File: src/rtl/soc_pkg.sv
// ----------------------------------------------------------------------------
// soc_pkg
// shared types, codes and helpers of the offset and scale calibrator
// ----------------------------------------------------------------------------
`timescale 1ns / 1ps
`default_nettype none

package soc_pkg;

  localparam logic [1:0] REG_TARGET_NORM   = 2'd0;
  localparam logic [1:0] REG_LEARN_RATE    = 2'd1;
  localparam logic [1:0] REG_ITER_COUNT    = 2'd2;

  localparam logic [14:0] TARGET_NORM_RST  = 15'd4096;
  localparam logic [23:0] LEARN_RATE_RST   = 24'd16777;
  localparam logic [15:0] ITER_COUNT_RST   = 16'd7500;

  localparam logic signed [31:0] Q16_ONE   = 32'sd65536;
  localparam logic [6:0] SQRT_STEPS        = 7'd32;
  localparam logic [6:0] DIV_STEPS         = 7'd64;
  localparam logic [2:0] AX_LAST          = 3'd2;
  localparam logic [2:0] EST_LAST         = 3'd5;

  typedef enum logic [4:0] {
    OP_NONE,
    OP_WRITE,
    OP_INIT,
    OP_CLR,
    OP_READ,
    OP_DIFF,
    OP_MUL_CS,
    OP_C,
    OP_MUL_SQ,
    OP_ACC_SQ,
    OP_SQRT_START,
    OP_SQRT_STEP,
    OP_ERR,
    OP_DIV_U_START,
    OP_DIV_STEP,
    OP_U,
    OP_MUL_T,
    OP_T,
    OP_MUL_TS,
    OP_ACC_O,
    OP_MUL_TD,
    OP_ACC_S,
    OP_DIV_G_START,
    OP_M,
    OP_MUL_PH,
    OP_P_HI,
    OP_MUL_PL,
    OP_UPD
  } op_e;

  typedef enum logic [4:0] {
    ST_IDLE,
    ST_INIT,
    ST_PASS,
    ST_READ,
    ST_DIFF,
    ST_MCS,
    ST_C,
    ST_MSQ,
    ST_ASQ,
    ST_SQS,
    ST_SQ,
    ST_ERR,
    ST_DVS,
    ST_DV,
    ST_U,
    ST_MT,
    ST_T,
    ST_MTS,
    ST_AO,
    ST_MTD,
    ST_AS,
    ST_NEXT,
    ST_GDS,
    ST_GD,
    ST_M,
    ST_MPH,
    ST_PH,
    ST_MPL,
    ST_UPD,
    ST_PEND,
    ST_DONE
  } state_e;

  typedef struct packed {
    op_e        op;
    logic [2:0] ax;
  } cmd_t;

  typedef struct packed {
    logic iter_last;
    logic norm_zero;
  } sts_t;

  function automatic logic signed [31:0] sat32_f(input logic signed [65:0] v);
    logic signed [31:0] r;
    if (v > 66'sd2147483647) begin
      r = 32'sh7FFFFFFF;
    end else if (v < -66'sd2147483648) begin
      r = 32'sh80000000;
    end else begin
      r = v[31:0];
    end
    return r;
  endfunction

  function automatic logic signed [47:0] sat48_f(input logic signed [65:0] v);
    logic signed [47:0] r;
    if (v > 66'sd140737488355327) begin
      r = 48'sh7FFFFFFFFFFF;
    end else if (v < -66'sd140737488355328) begin
      r = 48'sh800000000000;
    end else begin
      r = v[47:0];
    end
    return r;
  endfunction

  function automatic logic [31:0] mag_f(input logic signed [32:0] v);
    logic signed [32:0] r;
    r = v[32] ? -v : v;
    return r[31:0];
  endfunction

endpackage

`default_nettype wire

File: src/rtl/soc_ctrl.sv
// ----------------------------------------------------------------------------
// soc_ctrl
// sequencer for sample loading, gradient passes and result hand-off
// ----------------------------------------------------------------------------
`timescale 1ns / 1ps
`default_nettype none

module soc_ctrl #(
  parameter int MAX_SAMPLES = 256
) (
  input  wire logic                               clk_i,
  input  wire logic                               rst_ni,
  input  wire logic                               in_valid_i,
  input  wire logic                               in_last_i,
  output logic                                    in_ready_o,
  input  wire logic [15:0]                        iter_count_i,
  input  wire logic                               out_busy_i,
  output logic                                    load_out_o,
  output soc_pkg::cmd_t                           cmd_o,
  input  wire soc_pkg::sts_t                      sts_i,
  output logic [$clog2(MAX_SAMPLES)-1:0]          addr_o,
  output logic [$clog2(MAX_SAMPLES+1)-1:0]        count_o
);

  localparam int AW = $clog2(MAX_SAMPLES);
  localparam int CW = $clog2(MAX_SAMPLES + 1);

  soc_pkg::state_e state_q, state_d;
  logic [CW-1:0]   count_q, count_d;
  logic [AW-1:0]   idx_q, idx_d;
  logic [15:0]     pass_q, pass_d;
  logic [2:0]      ax_q, ax_d;
  logic            take;

  assign take    = in_valid_i && (state_q == soc_pkg::ST_IDLE);
  assign count_o = count_q;

  always_ff @(posedge clk_i or negedge rst_ni) begin
    if (!rst_ni) begin
      state_q <= soc_pkg::ST_IDLE;
      count_q <= '0;
      idx_q   <= '0;
      pass_q  <= '0;
      ax_q    <= '0;
    end else begin
      state_q <= state_d;
      count_q <= count_d;
      idx_q   <= idx_d;
      pass_q  <= pass_d;
      ax_q    <= ax_d;
    end
  end

  always_comb begin
    state_d    = state_q;
    count_d    = count_q;
    idx_d      = idx_q;
    pass_d     = pass_q;
    ax_d       = ax_q;
    in_ready_o = 1'b0;
    load_out_o = 1'b0;
    cmd_o.op   = soc_pkg::OP_NONE;
    cmd_o.ax   = ax_q;
    addr_o     = idx_q;
    case (state_q)
      soc_pkg::ST_IDLE: begin
        in_ready_o = 1'b1;
        addr_o     = count_q[AW-1:0];
        if (take) begin
          if (count_q < CW'(MAX_SAMPLES)) begin
            cmd_o.op = soc_pkg::OP_WRITE;
            count_d  = count_q + CW'(1);
          end
          if (in_last_i) begin
            state_d = soc_pkg::ST_INIT;
          end
        end
      end
      soc_pkg::ST_INIT: begin
        cmd_o.op = soc_pkg::OP_INIT;
        pass_d   = '0;
        state_d  = (iter_count_i == 16'd0) ? soc_pkg::ST_DONE : soc_pkg::ST_PASS;
      end
      soc_pkg::ST_PASS: begin
        cmd_o.op = soc_pkg::OP_CLR;
        idx_d    = '0;
        state_d  = soc_pkg::ST_READ;
      end
      soc_pkg::ST_READ: begin
        cmd_o.op = soc_pkg::OP_READ;
        state_d  = soc_pkg::ST_DIFF;
      end
      soc_pkg::ST_DIFF: begin
        cmd_o.op = soc_pkg::OP_DIFF;
        ax_d     = '0;
        state_d  = soc_pkg::ST_MCS;
      end
      soc_pkg::ST_MCS: begin
        cmd_o.op = soc_pkg::OP_MUL_CS;
        state_d  = soc_pkg::ST_C;
      end
      soc_pkg::ST_C: begin
        cmd_o.op = soc_pkg::OP_C;
        state_d  = soc_pkg::ST_MSQ;
      end
      soc_pkg::ST_MSQ: begin
        cmd_o.op = soc_pkg::OP_MUL_SQ;
        state_d  = soc_pkg::ST_ASQ;
      end
      soc_pkg::ST_ASQ: begin
        cmd_o.op = soc_pkg::OP_ACC_SQ;
        if (ax_q == soc_pkg::AX_LAST) begin
          ax_d    = '0;
          state_d = soc_pkg::ST_SQS;
        end else begin
          ax_d    = ax_q + 3'd1;
          state_d = soc_pkg::ST_MCS;
        end
      end
      soc_pkg::ST_SQS: begin
        cmd_o.op = soc_pkg::OP_SQRT_START;
        state_d  = soc_pkg::ST_SQ;
      end
      soc_pkg::ST_SQ: begin
        cmd_o.op = soc_pkg::OP_SQRT_STEP;
        if (sts_i.iter_last) begin
          state_d = soc_pkg::ST_ERR;
        end
      end
      soc_pkg::ST_ERR: begin
        cmd_o.op = soc_pkg::OP_ERR;
        ax_d     = '0;
        state_d  = sts_i.norm_zero ? soc_pkg::ST_NEXT : soc_pkg::ST_DVS;
      end
      soc_pkg::ST_DVS: begin
        cmd_o.op = soc_pkg::OP_DIV_U_START;
        state_d  = soc_pkg::ST_DV;
      end
      soc_pkg::ST_DV: begin
        cmd_o.op = soc_pkg::OP_DIV_STEP;
        if (sts_i.iter_last) begin
          state_d = soc_pkg::ST_U;
        end
      end
      soc_pkg::ST_U: begin
        cmd_o.op = soc_pkg::OP_U;
        state_d  = soc_pkg::ST_MT;
      end
      soc_pkg::ST_MT: begin
        cmd_o.op = soc_pkg::OP_MUL_T;
        state_d  = soc_pkg::ST_T;
      end
      soc_pkg::ST_T: begin
        cmd_o.op = soc_pkg::OP_T;
        state_d  = soc_pkg::ST_MTS;
      end
      soc_pkg::ST_MTS: begin
        cmd_o.op = soc_pkg::OP_MUL_TS;
        state_d  = soc_pkg::ST_AO;
      end
      soc_pkg::ST_AO: begin
        cmd_o.op = soc_pkg::OP_ACC_O;
        state_d  = soc_pkg::ST_MTD;
      end
      soc_pkg::ST_MTD: begin
        cmd_o.op = soc_pkg::OP_MUL_TD;
        state_d  = soc_pkg::ST_AS;
      end
      soc_pkg::ST_AS: begin
        cmd_o.op = soc_pkg::OP_ACC_S;
        if (ax_q == soc_pkg::AX_LAST) begin
          state_d = soc_pkg::ST_NEXT;
        end else begin
          ax_d    = ax_q + 3'd1;
          state_d = soc_pkg::ST_DVS;
        end
      end
      soc_pkg::ST_NEXT: begin
        if ((CW'(idx_q) + CW'(1)) == count_q) begin
          ax_d    = '0;
          state_d = soc_pkg::ST_GDS;
        end else begin
          idx_d   = idx_q + AW'(1);
          state_d = soc_pkg::ST_READ;
        end
      end
      soc_pkg::ST_GDS: begin
        cmd_o.op = soc_pkg::OP_DIV_G_START;
        state_d  = soc_pkg::ST_GD;
      end
      soc_pkg::ST_GD: begin
        cmd_o.op = soc_pkg::OP_DIV_STEP;
        if (sts_i.iter_last) begin
          state_d = soc_pkg::ST_M;
        end
      end
      soc_pkg::ST_M: begin
        cmd_o.op = soc_pkg::OP_M;
        state_d  = soc_pkg::ST_MPH;
      end
      soc_pkg::ST_MPH: begin
        cmd_o.op = soc_pkg::OP_MUL_PH;
        state_d  = soc_pkg::ST_PH;
      end
      soc_pkg::ST_PH: begin
        cmd_o.op = soc_pkg::OP_P_HI;
        state_d  = soc_pkg::ST_MPL;
      end
      soc_pkg::ST_MPL: begin
        cmd_o.op = soc_pkg::OP_MUL_PL;
        state_d  = soc_pkg::ST_UPD;
      end
      soc_pkg::ST_UPD: begin
        cmd_o.op = soc_pkg::OP_UPD;
        if (ax_q == soc_pkg::EST_LAST) begin
          state_d = soc_pkg::ST_PEND;
        end else begin
          ax_d    = ax_q + 3'd1;
          state_d = soc_pkg::ST_GDS;
        end
      end
      soc_pkg::ST_PEND: begin
        pass_d  = pass_q + 16'd1;
        state_d = ((17'(pass_q) + 17'd1) == 17'(iter_count_i)) ? soc_pkg::ST_DONE
                                                              : soc_pkg::ST_PASS;
      end
      soc_pkg::ST_DONE: begin
        if (!out_busy_i) begin
          load_out_o = 1'b1;
          count_d    = '0;
          state_d    = soc_pkg::ST_IDLE;
        end
      end
      default: begin
        state_d = soc_pkg::ST_IDLE;
      end
    endcase
  end

endmodule

`default_nettype wire

File: config.mk
export PLATFORM = sky130hd
export DESIGN_NAME = soc_ctrl
export DESIGN_NICKNAME = d
export VERILOG_FILES = /design/src/rtl/soc_pkg.sv /design/src/rtl/soc_ctrl.sv
export SDC_FILE = /design/constraint.sdc
export NUM_CORES = 1
export LEC_CHECK = 0
export BUFFER_PORTS_ARGS = -buffer_cell sky130_fd_sc_hd__clkbuf_2
export CAP_MARGIN = 5
export CORE_ASPECT_RATIO = 1.5
export CORE_MARGIN = 5
export CORE_UTILIZATION = 50
export DETAILED_ROUTE_END_ITERATION = 8
export PLACE_DENSITY = 0.81
export SYNTH_ARGS = -nofsm -noshare
export SYNTH_HDL_FRONTEND = slang
export SYNTH_SLANG_ARGS = --single-unit
export TNS_END_PERCENT = 50
File: constraint.sdc
create_clock -name clk_i -period 3.85 [get_ports clk_i]
set_clock_uncertainty 0.1 [all_clocks]
set_input_delay 0.385 -clock clk_i [delete_from_list [all_inputs] [get_ports clk_i]]
set_output_delay 0.385 -clock clk_i [all_outputs]
set_load 0.02 [all_outputs]
==> out/qor.yml <==
route.detailed.vias_per_inst: 6.45
num_vias: 3576
commonest_non_fill_non_tap_cell_in_the_layout: "sky130_fd_sc_hd__clkbuf_2"
grt_antenna_before_repair: 0
io_buffers: 49
holdCritPathClass: "in -> async"
synthesis.yosys.warnings: 0
post-route-min-period_ps: 3130
setup_repair_after_global_routing_missed_its_margin: "false"
worst_voltage_drop_across_the_vdd_grid_mv: 0.232
top_cell_type_by_total_area_after_synthesis: "sky130_fd_sc_hd__dfrtp_1"
cts_max_path_buffers: 2
max_slew.worst_pin.slew_ps: 1050
power.share.sequential_pct: 34.5
detail-route-antenna-nets: 0
antenna_cells_inserted: 0
cell_at_the_slowest_stage_of_the_critical_path: "sky130_fd_sc_hd__dfrtp_1"
layout-drive-gt1-share_pct: 18.8
path_delay_family: "simple AND/OR/NAND/NOR gates"
core_area_sq_um: 7130
final.fill_count: 658
grt_pass1_vias: 3430
tritoncts.num_buffers: 5
async_reset_ff_share_pct: 100
power_leakage_nw: 1.70
grt_overflow_total: 0
worstSetupEndpointType: "output pin"
finalCritPeriodShare_pct: 81.4
clock_insertion_delay_worst_skew_ps: 300
grt_usage_pct: 21.4
initial_utilization_pct: 50.5
clockPowerShare_pct: 17.9
synth_cell_types: 69
finalMaxSlewViolations: 0
detail_route.iter0.violations: 414
path_length_in_cells_of_the_critical_path: 6
postCtsResizedCells: 0
area_growth_pct: 8.26
final_util_pct: 54.7
drt-wirelength-per-cell_um: 17.1
total_switching_power_mw: 0.930
dieWidth_um: 79.3
crit_required_ps: 3370
cts_tree: "done"
postSynthRegisterBits: 41
cp_cell_sequence: "nor2_1, nand2_1, inv_2, and3_1, o21bai_1, clkbuf_2"
cellInternalPower_mw: 1.07
routabilityCongestion: 0.912
synth_cells: 449
postCtsSetupRepairBufs: 0
run_status: "finished, final reports clean"
finalHoldViolCount: 0
number_of_enable_type_register_cells_in_the_synthesized_netlist: 0
site_rows: 38
reg2reg_depth: 7
power_switching_share_pct: 46.5
dieHeight_um: 114
crit_type: "reg -> out"
post_synth.cell_area_avg_sq_um: 8.03
top_level_ports: 50
power.total_mw: 2.00
synth_top_area_share_pct: 28.5
mostFrequentLayoutCells: "sky130_fd_sc_hd__clkbuf_2 (49), sky130_fd_sc_hd__nand2_1 (42), sky130_fd_sc_hd__dfrtp_1 (41)"
clkTransAtPathRegs_ps: 80
synthTopCellsByArea: "sky130_fd_sc_hd__dfrtp_1 (28%), sky130_fd_sc_hd__xnor2_1 (5.1%), sky130_fd_sc_hd__nand2_1 (4.4%), sky130_fd_sc_hd__o21ai_0 (4.3%), sky130_fd_sc_hd__a21oi_1 (3.9%)"
sum_of_negative_setup_slack_ps: 0
global_route_wire_length_before_repair_um: 15900
powerDensity_nw_per_um2: 513
slowest_stage_delay_cp_ps: 690
worst_setup_path_start_kind: "register"
route.detailed.drc: 0
routed_wirelength_um: 9480
cts_num_sinks: 41
mappedNetlistArea_sq_um: 3600
final_area_sq_um: 3900
timing.critical_path.arrival_ps: 2650
seq_area_frac_synth_pct: 28.5
hpwl_um: 7100
synth_top_flop_cell: "sky130_fd_sc_hd__dfrtp_1"
timing.max_cap.violations: 0
holdBufCountCts: 0
clk_root_buffer_cell: "sky130_fd_sc_hd__clkbuf_8"
firstDrtPassIters: 6
path_max_fanout: 28
report.final.setup_viol: 0
fp.dieArea_sq_um: 9040
maxSlewHeadroom_pct: 29.2
mappedNetlistNets: 478
num-nets-final: 502
cts-htree-levels: 2
pwr-share-comb_pct: 47.7
fmax_ghz: 0.319
grt_max_degree: 42
placement.cell_area_sq_um: 3790
worst-path-buf-inv: 2
logic make-up after synthesis:
family	count (synthesis)	synth area share (%)
xor+xnor	34	8.26
mux	17	5.38
flops	41	28.5
simple gates	177	26.8
compound gates	133	23.6
buf+inv	41	5.35
fa+ha+maj	6	2.08
power groups by stage:
stage	clock network (mW)	logic, mW	registers, mW
after detailed placement	0	0.946	0.690
after CTS	0.363	0.951	0.682
after floorplan	0	0.814	0.592
final	0.358	0.955	0.690
after global placement	0	0.926	0.679
after global routing	0.383	1.05	0.708
through the flow:
stage	cells	setup WS [ps]	hold slack (ps)
detailed placement	546	1090	440
finish	554	715	141
global placement	546	1220	433
floorplan	449	1620	-10.6
CTS	554	769	198
global route	554	491	246
path summary, 6_finish.rpt:
path	startpoint	endpoint	slack, ps
max	state_q[0]	cmd_o[3]	720
min	rst_ni	count_o[2]	140
max reg2reg	state_q[4]	state_q[4]	1070
min reg2reg	pass_q[6]	pass_q[6]	460
max in group asynchronous	rst_ni	state_q[2]	2870
min in group clk_i	sts_i[1]	state_q[0]	250
sequential cells by signal, indices dropped and copies added (netlist names):
name	cells
state_q	5
pass_q	16
idx_q	8
ax_q	3
count_o	9
routing by layer:
layer,share of wire [%],up-vias,track usage (%)
li1,-,1686,-
met1,41,1695,26.2
met2,49,156,36.0
met3,6.3,39,3.79
met4,3.7,0,10.1
met5,0,-,0
Yosys cell counts, drive strengths merged (2+ instances only):
master	number
o21bai	2
clkbuf	9
nor4	6
or4	2
mux2	13
mux2i	4
o22ai	5
a2111oi	2
nand2	43
a21o	10
dfrtp	41
nor2b	6
a21oi	29
and4b	2
ha	6
nand4	10
or2	4
buf	23
nor3	11
o31ai	16
a31oi	6
nor2	39
o211ai	5
nand2b	8
o41ai	3
a22o	3
and4	4
xnor2	21
o2111ai	3
o2bb2ai	2
xor2	13
inv	9
o21ai	40
nand3	21
and2	5
and3	8
area by class of cell:
cell class	instances	area [sq um]	share of cell area, %
Tap cell	80	100	2.57
Clock inverter	2	38.8	0.994
Clock buffer	6	72.6	1.86
Sequential cell	41	1030	26.3
Timing Repair Buffer	49	245	6.29
Multi-Input combinational cell	367	2380	61.1
Inverter	9	33.8	0.866
Note: power is estimated with default switching activity, not from simulation.
